[src/hdl/bts_pkg.sv]
// ----------------------------------------------------------------------------
// bts_pkg
// Types, codes and decode functions shared by the line splitter modules.
// ----------------------------------------------------------------------------
package bts_pkg;

  // most results one byte can cause, and a count wide enough to hold it
  localparam int MaxRes = 5;
  localparam int CntW   = $clog2(MaxRes + 1);

  // byte values the decoder looks for
  localparam logic [7:0] BomFe      = 8'hFE;
  localparam logic [7:0] BomFf      = 8'hFF;
  localparam logic [7:0] BomEf      = 8'hEF;
  localparam logic [7:0] BomBb      = 8'hBB;
  localparam logic [7:0] BomBf      = 8'hBF;
  localparam logic [7:0] NonAscii   = 8'hFF;
  localparam logic [7:0] Utf8LeadLo = 8'd192;
  localparam logic [7:0] Utf8LeadHi = 8'd253;
  localparam logic [7:0] ChLf       = 8'h0A;
  localparam logic [7:0] ChCr       = 8'h0D;

  // utf-8 lead byte size thresholds
  localparam logic [7:0] Lead2Max = 8'd223;
  localparam logic [7:0] Lead3Max = 8'd239;
  localparam logic [7:0] Lead4Max = 8'd247;
  localparam logic [7:0] Lead5Max = 8'd251;

  typedef enum logic [1:0] {
    KIND_CHAR = 2'd0,
    KIND_EOL  = 2'd1,
    KIND_EOF  = 2'd2
  } kind_t;

  typedef enum logic [1:0] {
    PH_WAIT = 2'd0,
    PH_ONE  = 2'd1,
    PH_EFBB = 2'd2,
    PH_RUN  = 2'd3
  } phase_t;

  typedef enum logic [1:0] {
    MODE_PLAIN = 2'd0,
    MODE_BE    = 2'd1,
    MODE_LE    = 2'd2,
    MODE_UTF8  = 2'd3
  } mode_t;

  typedef enum logic [1:0] {
    PEND_NONE = 2'd0,
    PEND_CR   = 2'd1,
    PEND_LF   = 2'd2
  } pend_t;

  // decoder state
  typedef struct packed {
    phase_t     phase;
    logic [7:0] held0;
    logic [7:0] held1;
    mode_t      mode;
    logic [7:0] half_byte;
    logic       half_vld;
    logic [2:0] skip;
    pend_t      pend;
    logic       line_open;
  } st_t;

  localparam st_t StReset = '{
    phase:     PH_WAIT,
    held0:     8'h00,
    held1:     8'h00,
    mode:      MODE_PLAIN,
    half_byte: 8'h00,
    half_vld:  1'b0,
    skip:      3'd0,
    pend:      PEND_NONE,
    line_open: 1'b0
  };

  // one result item
  typedef struct packed {
    kind_t      kind;
    logic [7:0] val;
  } res_t;

  // a result that may or may not be produced
  typedef struct packed {
    logic vld;
    res_t res;
  } cand_t;

  localparam cand_t CandNone = '{vld: 1'b0, res: '{kind: KIND_CHAR, val: 8'h00}};

  // all results of one request, handed from decoder to output buffer
  typedef struct packed {
    logic [CntW-1:0]          cnt;
    res_t [MaxRes-1:0]        ent;
  } burst_t;

  typedef struct packed {
    st_t   st;
    cand_t res;
  } step_t;

  // continuation bytes that follow a utf-8 lead byte
  function automatic logic [2:0] utf8_extra(input logic [7:0] lead);
    logic [2:0] n;
    if (lead <= Lead2Max)      n = 3'd1;
    else if (lead <= Lead3Max) n = 3'd2;
    else if (lead <= Lead4Max) n = 3'd3;
    else if (lead <= Lead5Max) n = 3'd4;
    else                       n = 3'd5;
    return n;
  endfunction

  // line end pairing and result for one decoded unit
  function automatic step_t take_unit(input st_t st, input logic [7:0] u);
    step_t r;
    pend_t pend;
    logic  swallow;
    r.st     = st;
    r.res    = CandNone;
    pend     = st.pend;
    r.st.pend = PEND_NONE;
    swallow  = (pend == PEND_CR && u == ChLf) || (pend == PEND_LF && u == ChCr);
    if (!swallow) begin
      if (u == ChCr || u == ChLf) begin
        r.res.vld      = 1'b1;
        r.res.res.kind = KIND_EOL;
        r.res.res.val  = 8'h00;
        r.st.pend      = (u == ChCr) ? PEND_CR : PEND_LF;
        r.st.line_open = 1'b0;
      end else begin
        r.res.vld      = 1'b1;
        r.res.res.kind = KIND_CHAR;
        r.res.res.val  = u;
        r.st.line_open = 1'b1;
      end
    end
    return r;
  endfunction

  // one raw byte through the selected encoding
  function automatic step_t decode_byte(input st_t st, input logic [7:0] b);
    step_t      r;
    logic [7:0] hi;
    logic [7:0] lo;
    logic [2:0] sk;
    r   = '{st: st, res: CandNone};
    hi  = 8'h00;
    lo  = 8'h00;
    sk  = 3'd0;
    unique case (st.mode)
      MODE_PLAIN: begin
        r = take_unit(st, b);
      end
      MODE_BE, MODE_LE: begin
        if (!st.half_vld) begin
          r.st.half_byte = b;
          r.st.half_vld  = 1'b1;
        end else begin
          hi = (st.mode == MODE_BE) ? st.half_byte : b;
          lo = (st.mode == MODE_BE) ? b : st.half_byte;
          r.st.half_vld = 1'b0;
          r = take_unit(r.st, (hi == 8'h00) ? lo : NonAscii);
        end
      end
      MODE_UTF8: begin
        if (st.skip != 3'd0) begin
          sk = st.skip - 3'd1;
          r.st.skip = sk;
          if (sk == 3'd0) r = take_unit(r.st, NonAscii);
        end else if (b >= Utf8LeadLo && b <= Utf8LeadHi) begin
          r.st.skip = utf8_extra(b);
        end else begin
          r = take_unit(st, b);
        end
      end
    endcase
    return r;
  endfunction

endpackage

[src/hdl/bts_in_if.sv]
// ----------------------------------------------------------------------------
// bts_in_if
// Raw byte channel into the line splitter.
// ----------------------------------------------------------------------------
interface bts_in_if;
  logic       valid;
  logic       ready;
  logic [7:0] data_byte;
  logic       final_byte;

  modport source (output valid, output data_byte, output final_byte, input ready);
  modport sink   (input valid, input data_byte, input final_byte, output ready);
endinterface

[src/hdl/bts_out_if.sv]
// ----------------------------------------------------------------------------
// bts_out_if
// Result channel out of the line splitter.
// ----------------------------------------------------------------------------
interface bts_out_if;
  logic       valid;
  logic       ready;
  logic [1:0] item_kind;
  logic [7:0] char_value;
  logic       run_last;

  modport source (output valid, output item_kind, output char_value, output run_last,
                  input ready);
  modport sink   (input valid, input item_kind, input char_value, input run_last,
                  output ready);
endinterface

[src/hdl/bts_decode.sv]
// ----------------------------------------------------------------------------
// bts_decode
// Mark detection, unit decoding and line end pairing for one request.
// ----------------------------------------------------------------------------
module bts_decode (
  input  logic            clk,
  input  logic            rst_n,
  input  logic            accept,
  input  logic [7:0]      data_byte,
  input  logic            final_byte,
  output bts_pkg::burst_t burst
);
  import bts_pkg::*;

  st_t             st_r;
  st_t             st_nxt;
  st_t             st_dec;
  cand_t [MaxRes-1:0] cand;

  // decode chain: detection phase, then up to three units, then file end
  always_comb begin : p_chain
    st_t   s;
    step_t t;
    s       = st_r;
    t       = '{st: st_r, res: CandNone};
    cand    = {MaxRes{CandNone}};
    unique case (st_r.phase)
      PH_WAIT: begin
        if (final_byte) begin
          s.mode  = MODE_PLAIN;
          s.phase = PH_RUN;
          t = decode_byte(s, data_byte);
          s = t.st;
          cand[0] = t.res;
        end else begin
          s.held0 = data_byte;
          s.phase = PH_ONE;
        end
      end
      PH_ONE: begin
        if (st_r.held0 == BomFe && data_byte == BomFf) begin
          s.mode  = MODE_BE;
          s.phase = PH_RUN;
        end else if (st_r.held0 == BomFf && data_byte == BomFe) begin
          s.mode  = MODE_LE;
          s.phase = PH_RUN;
        end else if (st_r.held0 == BomEf && data_byte == BomBb && !final_byte) begin
          s.held1 = data_byte;
          s.phase = PH_EFBB;
        end else begin
          s.mode  = MODE_PLAIN;
          s.phase = PH_RUN;
          t = decode_byte(s, st_r.held0);
          s = t.st;
          cand[0] = t.res;
          t = decode_byte(s, data_byte);
          s = t.st;
          cand[1] = t.res;
        end
      end
      PH_EFBB: begin
        s.phase = PH_RUN;
        if (data_byte == BomBf) begin
          s.mode = MODE_UTF8;
        end else begin
          s.mode = MODE_PLAIN;
          t = decode_byte(s, st_r.held0);
          s = t.st;
          cand[0] = t.res;
          t = decode_byte(s, st_r.held1);
          s = t.st;
          cand[1] = t.res;
          t = decode_byte(s, data_byte);
          s = t.st;
          cand[2] = t.res;
        end
      end
      PH_RUN: begin
        t = decode_byte(s, data_byte);
        s = t.st;
        cand[0] = t.res;
      end
    endcase
    // file end closes an open line, then marks end of file
    if (final_byte && s.line_open) begin
      cand[3] = '{vld: 1'b1, res: '{kind: KIND_EOL, val: 8'h00}};
    end
    if (final_byte) begin
      cand[4] = '{vld: 1'b1, res: '{kind: KIND_EOF, val: 8'h00}};
    end
    st_dec = s;
  end

  // next state: file end returns everything to reset
  always_comb begin
    st_nxt = st_r;
    if (accept) begin
      st_nxt = final_byte ? StReset : st_dec;
    end
  end

  // pack the produced results in order
  always_comb begin : p_pack
    logic [CntW-1:0] n;
    n         = '0;
    burst.ent = '0;
    for (int i = 0; i < MaxRes; i++) begin
      if (cand[i].vld) begin
        burst.ent[n] = cand[i].res;
        n = n + CntW'(1);
      end
    end
    burst.cnt = n;
  end

  // decoder state register
  always_ff @(posedge clk) begin
    if (!rst_n) begin
      st_r <= StReset;
    end else begin
      st_r <= st_nxt;
    end
  end

endmodule

[src/hdl/bts_burst.sv]
// ----------------------------------------------------------------------------
// bts_burst
// Result register that holds the burst of one request and drains it in order.
// ----------------------------------------------------------------------------
module bts_burst (
  input  logic            clk,
  input  logic            rst_n,
  input  logic            load,
  input  bts_pkg::burst_t burst,
  output logic            ready,
  bts_out_if.source       out_bus
);
  import bts_pkg::*;

  res_t [MaxRes-1:0] ent_r;
  res_t [MaxRes-1:0] ent_nxt;
  logic [CntW-1:0]   left_r;
  logic [CntW-1:0]   left_nxt;
  logic              pop;

  assign pop = out_bus.valid && out_bus.ready;

  // a new burst may enter once the last result of the current one leaves
  assign ready = (left_r == CntW'(0)) || (left_r == CntW'(1) && out_bus.ready);

  // remaining count and shift toward the head
  always_comb begin
    left_nxt = left_r;
    ent_nxt  = ent_r;
    if (pop) begin
      left_nxt = left_r - CntW'(1);
      for (int i = 0; i < MaxRes - 1; i++) begin
        ent_nxt[i] = ent_r[i+1];
      end
    end
    if (load && burst.cnt != CntW'(0)) begin
      left_nxt = burst.cnt;
      ent_nxt  = burst.ent;
    end
  end

  always_ff @(posedge clk) begin
    if (!rst_n) begin
      left_r <= '0;
    end else begin
      left_r <= left_nxt;
    end
  end

  // payload needs no reset
  always_ff @(posedge clk) begin
    ent_r <= ent_nxt;
  end

  // head of the burst drives the channel
  assign out_bus.valid      = (left_r != CntW'(0));
  assign out_bus.item_kind  = ent_r[0].kind;
  assign out_bus.char_value = ent_r[0].val;
  assign out_bus.run_last   = (left_r == CntW'(1));

endmodule

[src/hdl/bom_text_line_splitter.sv]
// ----------------------------------------------------------------------------
// bom_text_line_splitter
// Byte-order mark detecting decoder that splits a file into characters,
// line ends and an end of file marker.
//
//   channel  | dir | handshake     | payload
//   ---------+-----+---------------+-------------------------------------
//   in_bus   | in  | valid / ready | data_byte[7:0], final_byte
//   out_bus  | out | valid / ready | item_kind[1:0], char_value[7:0], run_last
//
// A request is decoded in the cycle it is taken and its results land in the
// burst register; a byte that yields several results is shown on out_bus one
// result at a time and ready stays low until its last result is taken, so one
// byte per cycle runs whenever each byte yields at most one result and out_bus
// does not stall. Reset is synchronous; no clearing pass follows.
// A stalled out_bus holds its burst; ready returns in the cycle the last
// result of that burst is taken.
// ----------------------------------------------------------------------------
module bom_text_line_splitter (
  input  logic      clk,
  input  logic      rst_n,
  bts_in_if.sink    in_bus,
  bts_out_if.source out_bus
);
  import bts_pkg::*;

  logic   rdy;
  logic   accept;
  burst_t burst;

  assign in_bus.ready = rdy;
  assign accept       = in_bus.valid && rdy;

  // decode of the accepted request
  bts_decode u_decode (
    .clk        (clk),
    .rst_n      (rst_n),
    .accept     (accept),
    .data_byte  (in_bus.data_byte),
    .final_byte (in_bus.final_byte),
    .burst      (burst)
  );

  // result register and drain
  bts_burst u_burst (
    .clk     (clk),
    .rst_n   (rst_n),
    .load    (accept),
    .burst   (burst),
    .ready   (rdy),
    .out_bus (out_bus)
  );

endmodule

[src/flat_wrapper.sv]
// flat-port wrapper written by rule: the top's interface ports become plain ports
module bom_text_line_splitter_flat import bts_pkg::*;
  (clk, rst_n, in_bus_valid, in_bus_data_byte, in_bus_final_byte, in_bus_ready, out_bus_valid, out_bus_item_kind, out_bus_char_value, out_bus_run_last, out_bus_ready);
  bts_in_if in_bus_i ();
  bts_out_if out_bus_i ();
  input  logic clk;
  input  logic rst_n;
  input wire logic [$bits(in_bus_i.valid)-1:0] in_bus_valid;
  input wire logic [$bits(in_bus_i.data_byte)-1:0] in_bus_data_byte;
  input wire logic [$bits(in_bus_i.final_byte)-1:0] in_bus_final_byte;
  output wire logic [$bits(in_bus_i.ready)-1:0] in_bus_ready;
  output wire logic [$bits(out_bus_i.valid)-1:0] out_bus_valid;
  output wire logic [$bits(out_bus_i.item_kind)-1:0] out_bus_item_kind;
  output wire logic [$bits(out_bus_i.char_value)-1:0] out_bus_char_value;
  output wire logic [$bits(out_bus_i.run_last)-1:0] out_bus_run_last;
  input wire logic [$bits(out_bus_i.ready)-1:0] out_bus_ready;
  assign in_bus_i.valid = in_bus_valid;
  assign in_bus_i.data_byte = in_bus_data_byte;
  assign in_bus_i.final_byte = in_bus_final_byte;
  assign in_bus_ready = in_bus_i.ready;
  assign out_bus_valid = out_bus_i.valid;
  assign out_bus_item_kind = out_bus_i.item_kind;
  assign out_bus_char_value = out_bus_i.char_value;
  assign out_bus_run_last = out_bus_i.run_last;
  assign out_bus_i.ready = out_bus_ready;
  bom_text_line_splitter u_core (.clk(clk), .rst_n(rst_n), .in_bus(in_bus_i), .out_bus(out_bus_i));
endmodule
[config.mk]
export PLATFORM = sky130hd
export DESIGN_NAME = bom_text_line_splitter_flat
export DESIGN_NICKNAME = d
export VERILOG_FILES = /design/src/hdl/bts_pkg.sv /design/src/hdl/bts_in_if.sv /design/src/hdl/bts_out_if.sv /design/src/hdl/bts_decode.sv /design/src/hdl/bts_burst.sv /design/src/hdl/bom_text_line_splitter.sv /design/src/flat_wrapper.sv
export SDC_FILE = /design/constraint.sdc
export NUM_CORES = 1
export LEC_CHECK = 0
export ABC_AREA = 1
export BUFFER_PORTS_ARGS = -buffer_cell sky130_fd_sc_hd__buf_4
export CAP_MARGIN = 0
export CELL_PAD_IN_SITES_DETAIL_PLACEMENT = 1
export CELL_PAD_IN_SITES_GLOBAL_PLACEMENT = 2
export CORE_ASPECT_RATIO = 1.4
export CORE_MARGIN = 2
export CORE_UTILIZATION = 36
export DETAILED_ROUTE_END_ITERATION = 10
export GPL_TIMING_DRIVEN = 0
export PLACE_DENSITY = 0.78
export RECOVER_POWER = 100
export SYNTH_ARGS = -nofsm -noshare
export SYNTH_HDL_FRONTEND = slang
export SYNTH_SLANG_ARGS = --single-unit
[constraint.sdc]
create_clock -name clk -period 6.7 [get_ports clk]
set_clock_uncertainty 0.2 [all_clocks]
set_input_delay 1.34 -clock clk [delete_from_list [all_inputs] [get_ports clk]]
set_output_delay 1.34 -clock clk [all_outputs]
set_load 0.02 [all_outputs]
==> summary.md <==
| Metric | Value |
|---|---|
| Outcome | completed |
| Worst slew pin tran | 1.05 ns |
| Final setup violation count | 0 |
| Final net count | 960 |
| Syn_nets | 927 |
| Max-cap viol count | 0 |
| CTS Sinks | 80 |
| Maximum vdd ir drop | 0.000164 V |
| Asr flop ratio synth | 0 |
| Number of synthesized flops with an enable pin | 42 |
| WP data required | 6.61 ns |
| Root Driver | clkbuf_16 |
| Final slew viol count | 0 |
| Setup CP Type | in2reg |
| XOR/XNOR Fraction of Synth Area | 0.00562 |
| Die Wd | 115 um |
| Most common cell after layout, fill and taps aside | nand2_1 |
| Seq/Total Area, Yosys | 0.325 |
| Post-synth top flop | edfxtp_1 |
| Power Density | 435 mW/mm^2 |
| Worst R2R Start | u_core.u_decode.st_r[16] |
| DR WL/cell | 20.4 um |
| FP Rows | 56 |
| Die Span Y | 160 um |
| TritonCTS Buffers | 9 |
| Setup crit start kind | primary input |
| Die area | 0.0184 sq mm |
| GRT Overall Usage | 0.265 |
| Inserted Diodes | 0 |
| Routability Congestion | 0.950 |
| Dominant cell type by area after synthesis | edfxtp_1 |
| Tmin final | 6.34 ns |
| Final Hold Vio Count | 0 |
| Post-Synth Adder-Cell Area | 0.0434 |
| Final Non-Filler Cells | 1163 |
| Hold Crit Depth | 2 |
| Crit Path Max Fanout | 10 |
| CTS max path bufs | 2 |
| RR Endpoint | u_core.u_burst.ent_r[38] |
| Critical path origin | in_bus_data_byte[5] |
| Net switching power | 1.45 mW |
| Initial Utilization | 0.369 |
| Mux contribution to synthesized area | 0 |
| Ratio of final minimum period to clock period | 0.947 |
| DP Cell Count | 1147 |
| Complex-gate fraction of the synthesized area | 0.187 |
| Fmax | 0.158 GHz |
| Antenna Nets Post-Route | 0 |
| Drt drc | 0 |
| Worst Setup Slack, final | 0.355 ns |
| Pre-antenna DRT Iters | 5 |
| Synthesized instance count | 893 |
| DP HPWL | 19200 um |
| Leak Pwr | 2.76 nW |
| Crit end category | register |
| Number of global-route vias before repair | 6669 |
| CTS tree | done |
| Clock power frac | 0.185 |
| Hold path startpoint | u_core.u_decode.st_r[22] |
| Via density | 5.44 |
| Pre-CTS setup slack | -0.699 ns |
| Switching share of power | 0.481 |
| Final WL | 23800 um |
| Number of synthesized register bits | 80 |
| DRT iter0 DRCs | 368 |
| Reg power frac | 0.285 |
| Setup tns final | 0 ns |
| Synth Area per Inst | 6.97 sq um |
| Initial antenna violation count | 0 |
| Area grow syn2layout | 11.4% |
| Share of cells above drive strength 1 | 0.117 |
| Max-slew headroom | 0.297 |
| CTS H-tree lvls | 3 |
| GR Overflow Total | 0 |
| Multi-input gate area | 0.00348 sq mm |
| Simple-gate share of the synthesized area | 0.328 |
| RSZ-0062 raised after global routing | false |
| Int Pwr | 1.57 mW |
| Synth top area cells | edfxtp_1 (20%), nand2_1 (13%), dfxtp_1 (12%), inv_1 (6.6%), a21oi_1 (5.0%) |
| Hold path endpoint | u_core.u_decode.st_r[22] |
| Worst Hold Class | reg2reg |
| Library cells used by synthesis | 53 |
| Top Ports | 26 |
| Number of I/O port buffers | 22 |
| Largest net degree at the start of global routing | 41 |
| Layout Utilization | 0.411 |
| Vias | 6321 |
| Comb power frac | 0.530 |
| Most frequent cells in the layout | nand2_1 (214), inv_1 (109), nor2_1 (69), o21ai_0 (68), a21oi_1 (62) |
| Yosys warns | 0 |
| First-pass GRT wire length | 37300 um |
| R2R depth | 29 |
| Largest family of logic cells by synthesized area | simple AND/OR/NAND/NOR gates |
| Critical path arrival | 6.26 ns |
| Filler cells | 2211 |
| Reg-to-reg setup timing slack | 0.99 ns |
| Clk pin slew, worst setup/hold paths | 0.07 ns |
| Reg area | 0.00202 sq mm |
| Core area | 0.0169 sq mm |
| Share of the synthesized area in the top cell type | 0.202 |
| Worst skew pair latency | 0.36 ns |
| Mapped Area | 0.00623 sq mm |
[state kept, by name, summed over array words and instances, names as in the netlist]
name                               count
u_core.u_burst.out_bus.char_value      8
u_core.u_burst.out_bus.item_kind       2
u_core.u_burst.ent_r                  32
u_core.u_decode.st_r                  35
u_core.u_burst.left_r                  3
[cells in the mapped netlist (2+ instances only)]
| cell | instances |
|---|---|
| buf_2 | 8 |
| inv_1 | 109 |
| inv_2 | 13 |
| a22oi_1 | 2 |
| xor2_1 | 3 |
| o21a_1 | 4 |
| nand3_2 | 4 |
| nor2_1 | 69 |
| o311ai_0 | 2 |
| nand2_2 | 15 |
| nand2_4 | 3 |
| nor2_4 | 4 |
| clkinv_1 | 4 |
| nor2_2 | 6 |
| ha_1 | 20 |
| nand4_1 | 28 |
| o211ai_1 | 8 |
| nand3_1 | 43 |
| o21ai_0 | 53 |
| o21ai_1 | 18 |
| edfxtp_1 | 42 |
| o21ai_2 | 9 |
| nand3_4 | 5 |
| o22ai_1 | 9 |
| nor3_1 | 26 |
| a21oi_1 | 62 |
| a31oi_1 | 10 |
| o221ai_1 | 4 |
| a211oi_1 | 10 |
| dfxtp_1 | 38 |
| buf_4 | 11 |
| buf_6 | 3 |
| nor3_2 | 3 |
| nor4_1 | 3 |
| or2_2 | 2 |
| nand2_1 | 212 |
| clkbuf_1 | 12 |
[repair_timing]
action / in CTS / in global routing
buffers inserted: 0 / 1
pin swaps: 0 / 1
setup endpoints to repair: 40 / 85
gates resized for setup: 2 / 3
hold buffers: 0 / 0
[per-stage QoR]
stage / hold WS [ns] / area, sq um / total power [mW]
2_1_floorplan: 0.245 / 6230 / 2.03
3_3_place_gp: 0.255 / 6680 / 2.49
3_5_place_dp: 0.267 / 6680 / 2.54
4_1_cts: 0.278 / 7020 / 3.11
5_1_grt: 0.303 / 6940 / 3.24
6_report: 0.276 / 6940 / 3.01
[how the worst max path moves through the flow]
stage / cells past startpoint / slack [ns] / end
after floorplan: 31 / 0.46 / u_core.u_burst.ent_r[10]
after global placement: 30 / -1.09 / u_core.u_burst.out_bus.char_value[5]
after detailed placement: 30 / -0.70 / u_core.u_burst.out_bus.char_value[1]
after CTS: 30 / 0.03 / u_core.u_burst.ent_r[10]
after global routing: 28 / 0.008 / u_core.u_burst.ent_r[38]
final: 28 / 0.36 / u_core.u_burst.ent_r[38]
[critical path, cell delays in order]
cell	delay [ns]
buf_6	0.14
inv_2	0.10
nor2_2	0.24
nand2_1	0.20
nor3_2	0.18
nand4_1	0.27
nand2_1	0.19
a21oi_1	0.12
nand2_1	0.09
a21oi_1	0.15
inv_1	0.17
nand3_1	0.09
nand2_1	0.13
clkinv_1	0.33
fa_1	0.87
ha_1	0.31
inv_1	0.06
nand4_1	0.08
nand2_1	0.12
nand2_1	0.09
nand3_2	0.11
nand3_4	0.09
nor2_4	0.15
nor2_8	0.05
nand2_1	0.30
inv_1	0.11
nand2_1	0.07
nand2_1	0.05
[cell families (layout without fill, tap and decap cells)]
group	after synthesis	count (layout)
and+or+nand+nor	428	428
DFF	80	80
adders and majority gates	21	21
buffers and inverters	162	200
xor gates and xnor gates	4	4
AOI/OAI and AO/OA	198	198
[per-layer routing]
layer	global-route usage	wire [um]	up-vias
met3	0.0288	615	52
li1	-	-	3073
met4	0.133	1170	0
met1	0.289	9120	3073
met2	0.495	12900	123
met5	0	0	-
[power groups by stage]
| stage | Combinational (mW) | Clock (mW) | Sequential (mW) |
|---|---|---|---|
| 5_1_grt | 1.79 | 0.580 | 0.876 |
| 4_1_cts | 1.68 | 0.565 | 0.860 |
| 2_1_floorplan | 1.18 | 0 | 0.843 |
| 3_3_place_gp | 1.62 | 0 | 0.869 |
| 6_report | 1.60 | 0.558 | 0.858 |
| 3_5_place_dp | 1.67 | 0 | 0.872 |
[area by class of cell]
class	instances	share of cell area
plain buffers	35	0.0308
well taps	232	0.0418
inverters	126	0.0693
repair buffers	23	0.0173
multi-input cells	651	0.501
flip-flops and latches	80	0.291
clock buffers	10	0.0361
clock inverters	6	0.0117
(Power assumes the default switching activity.)
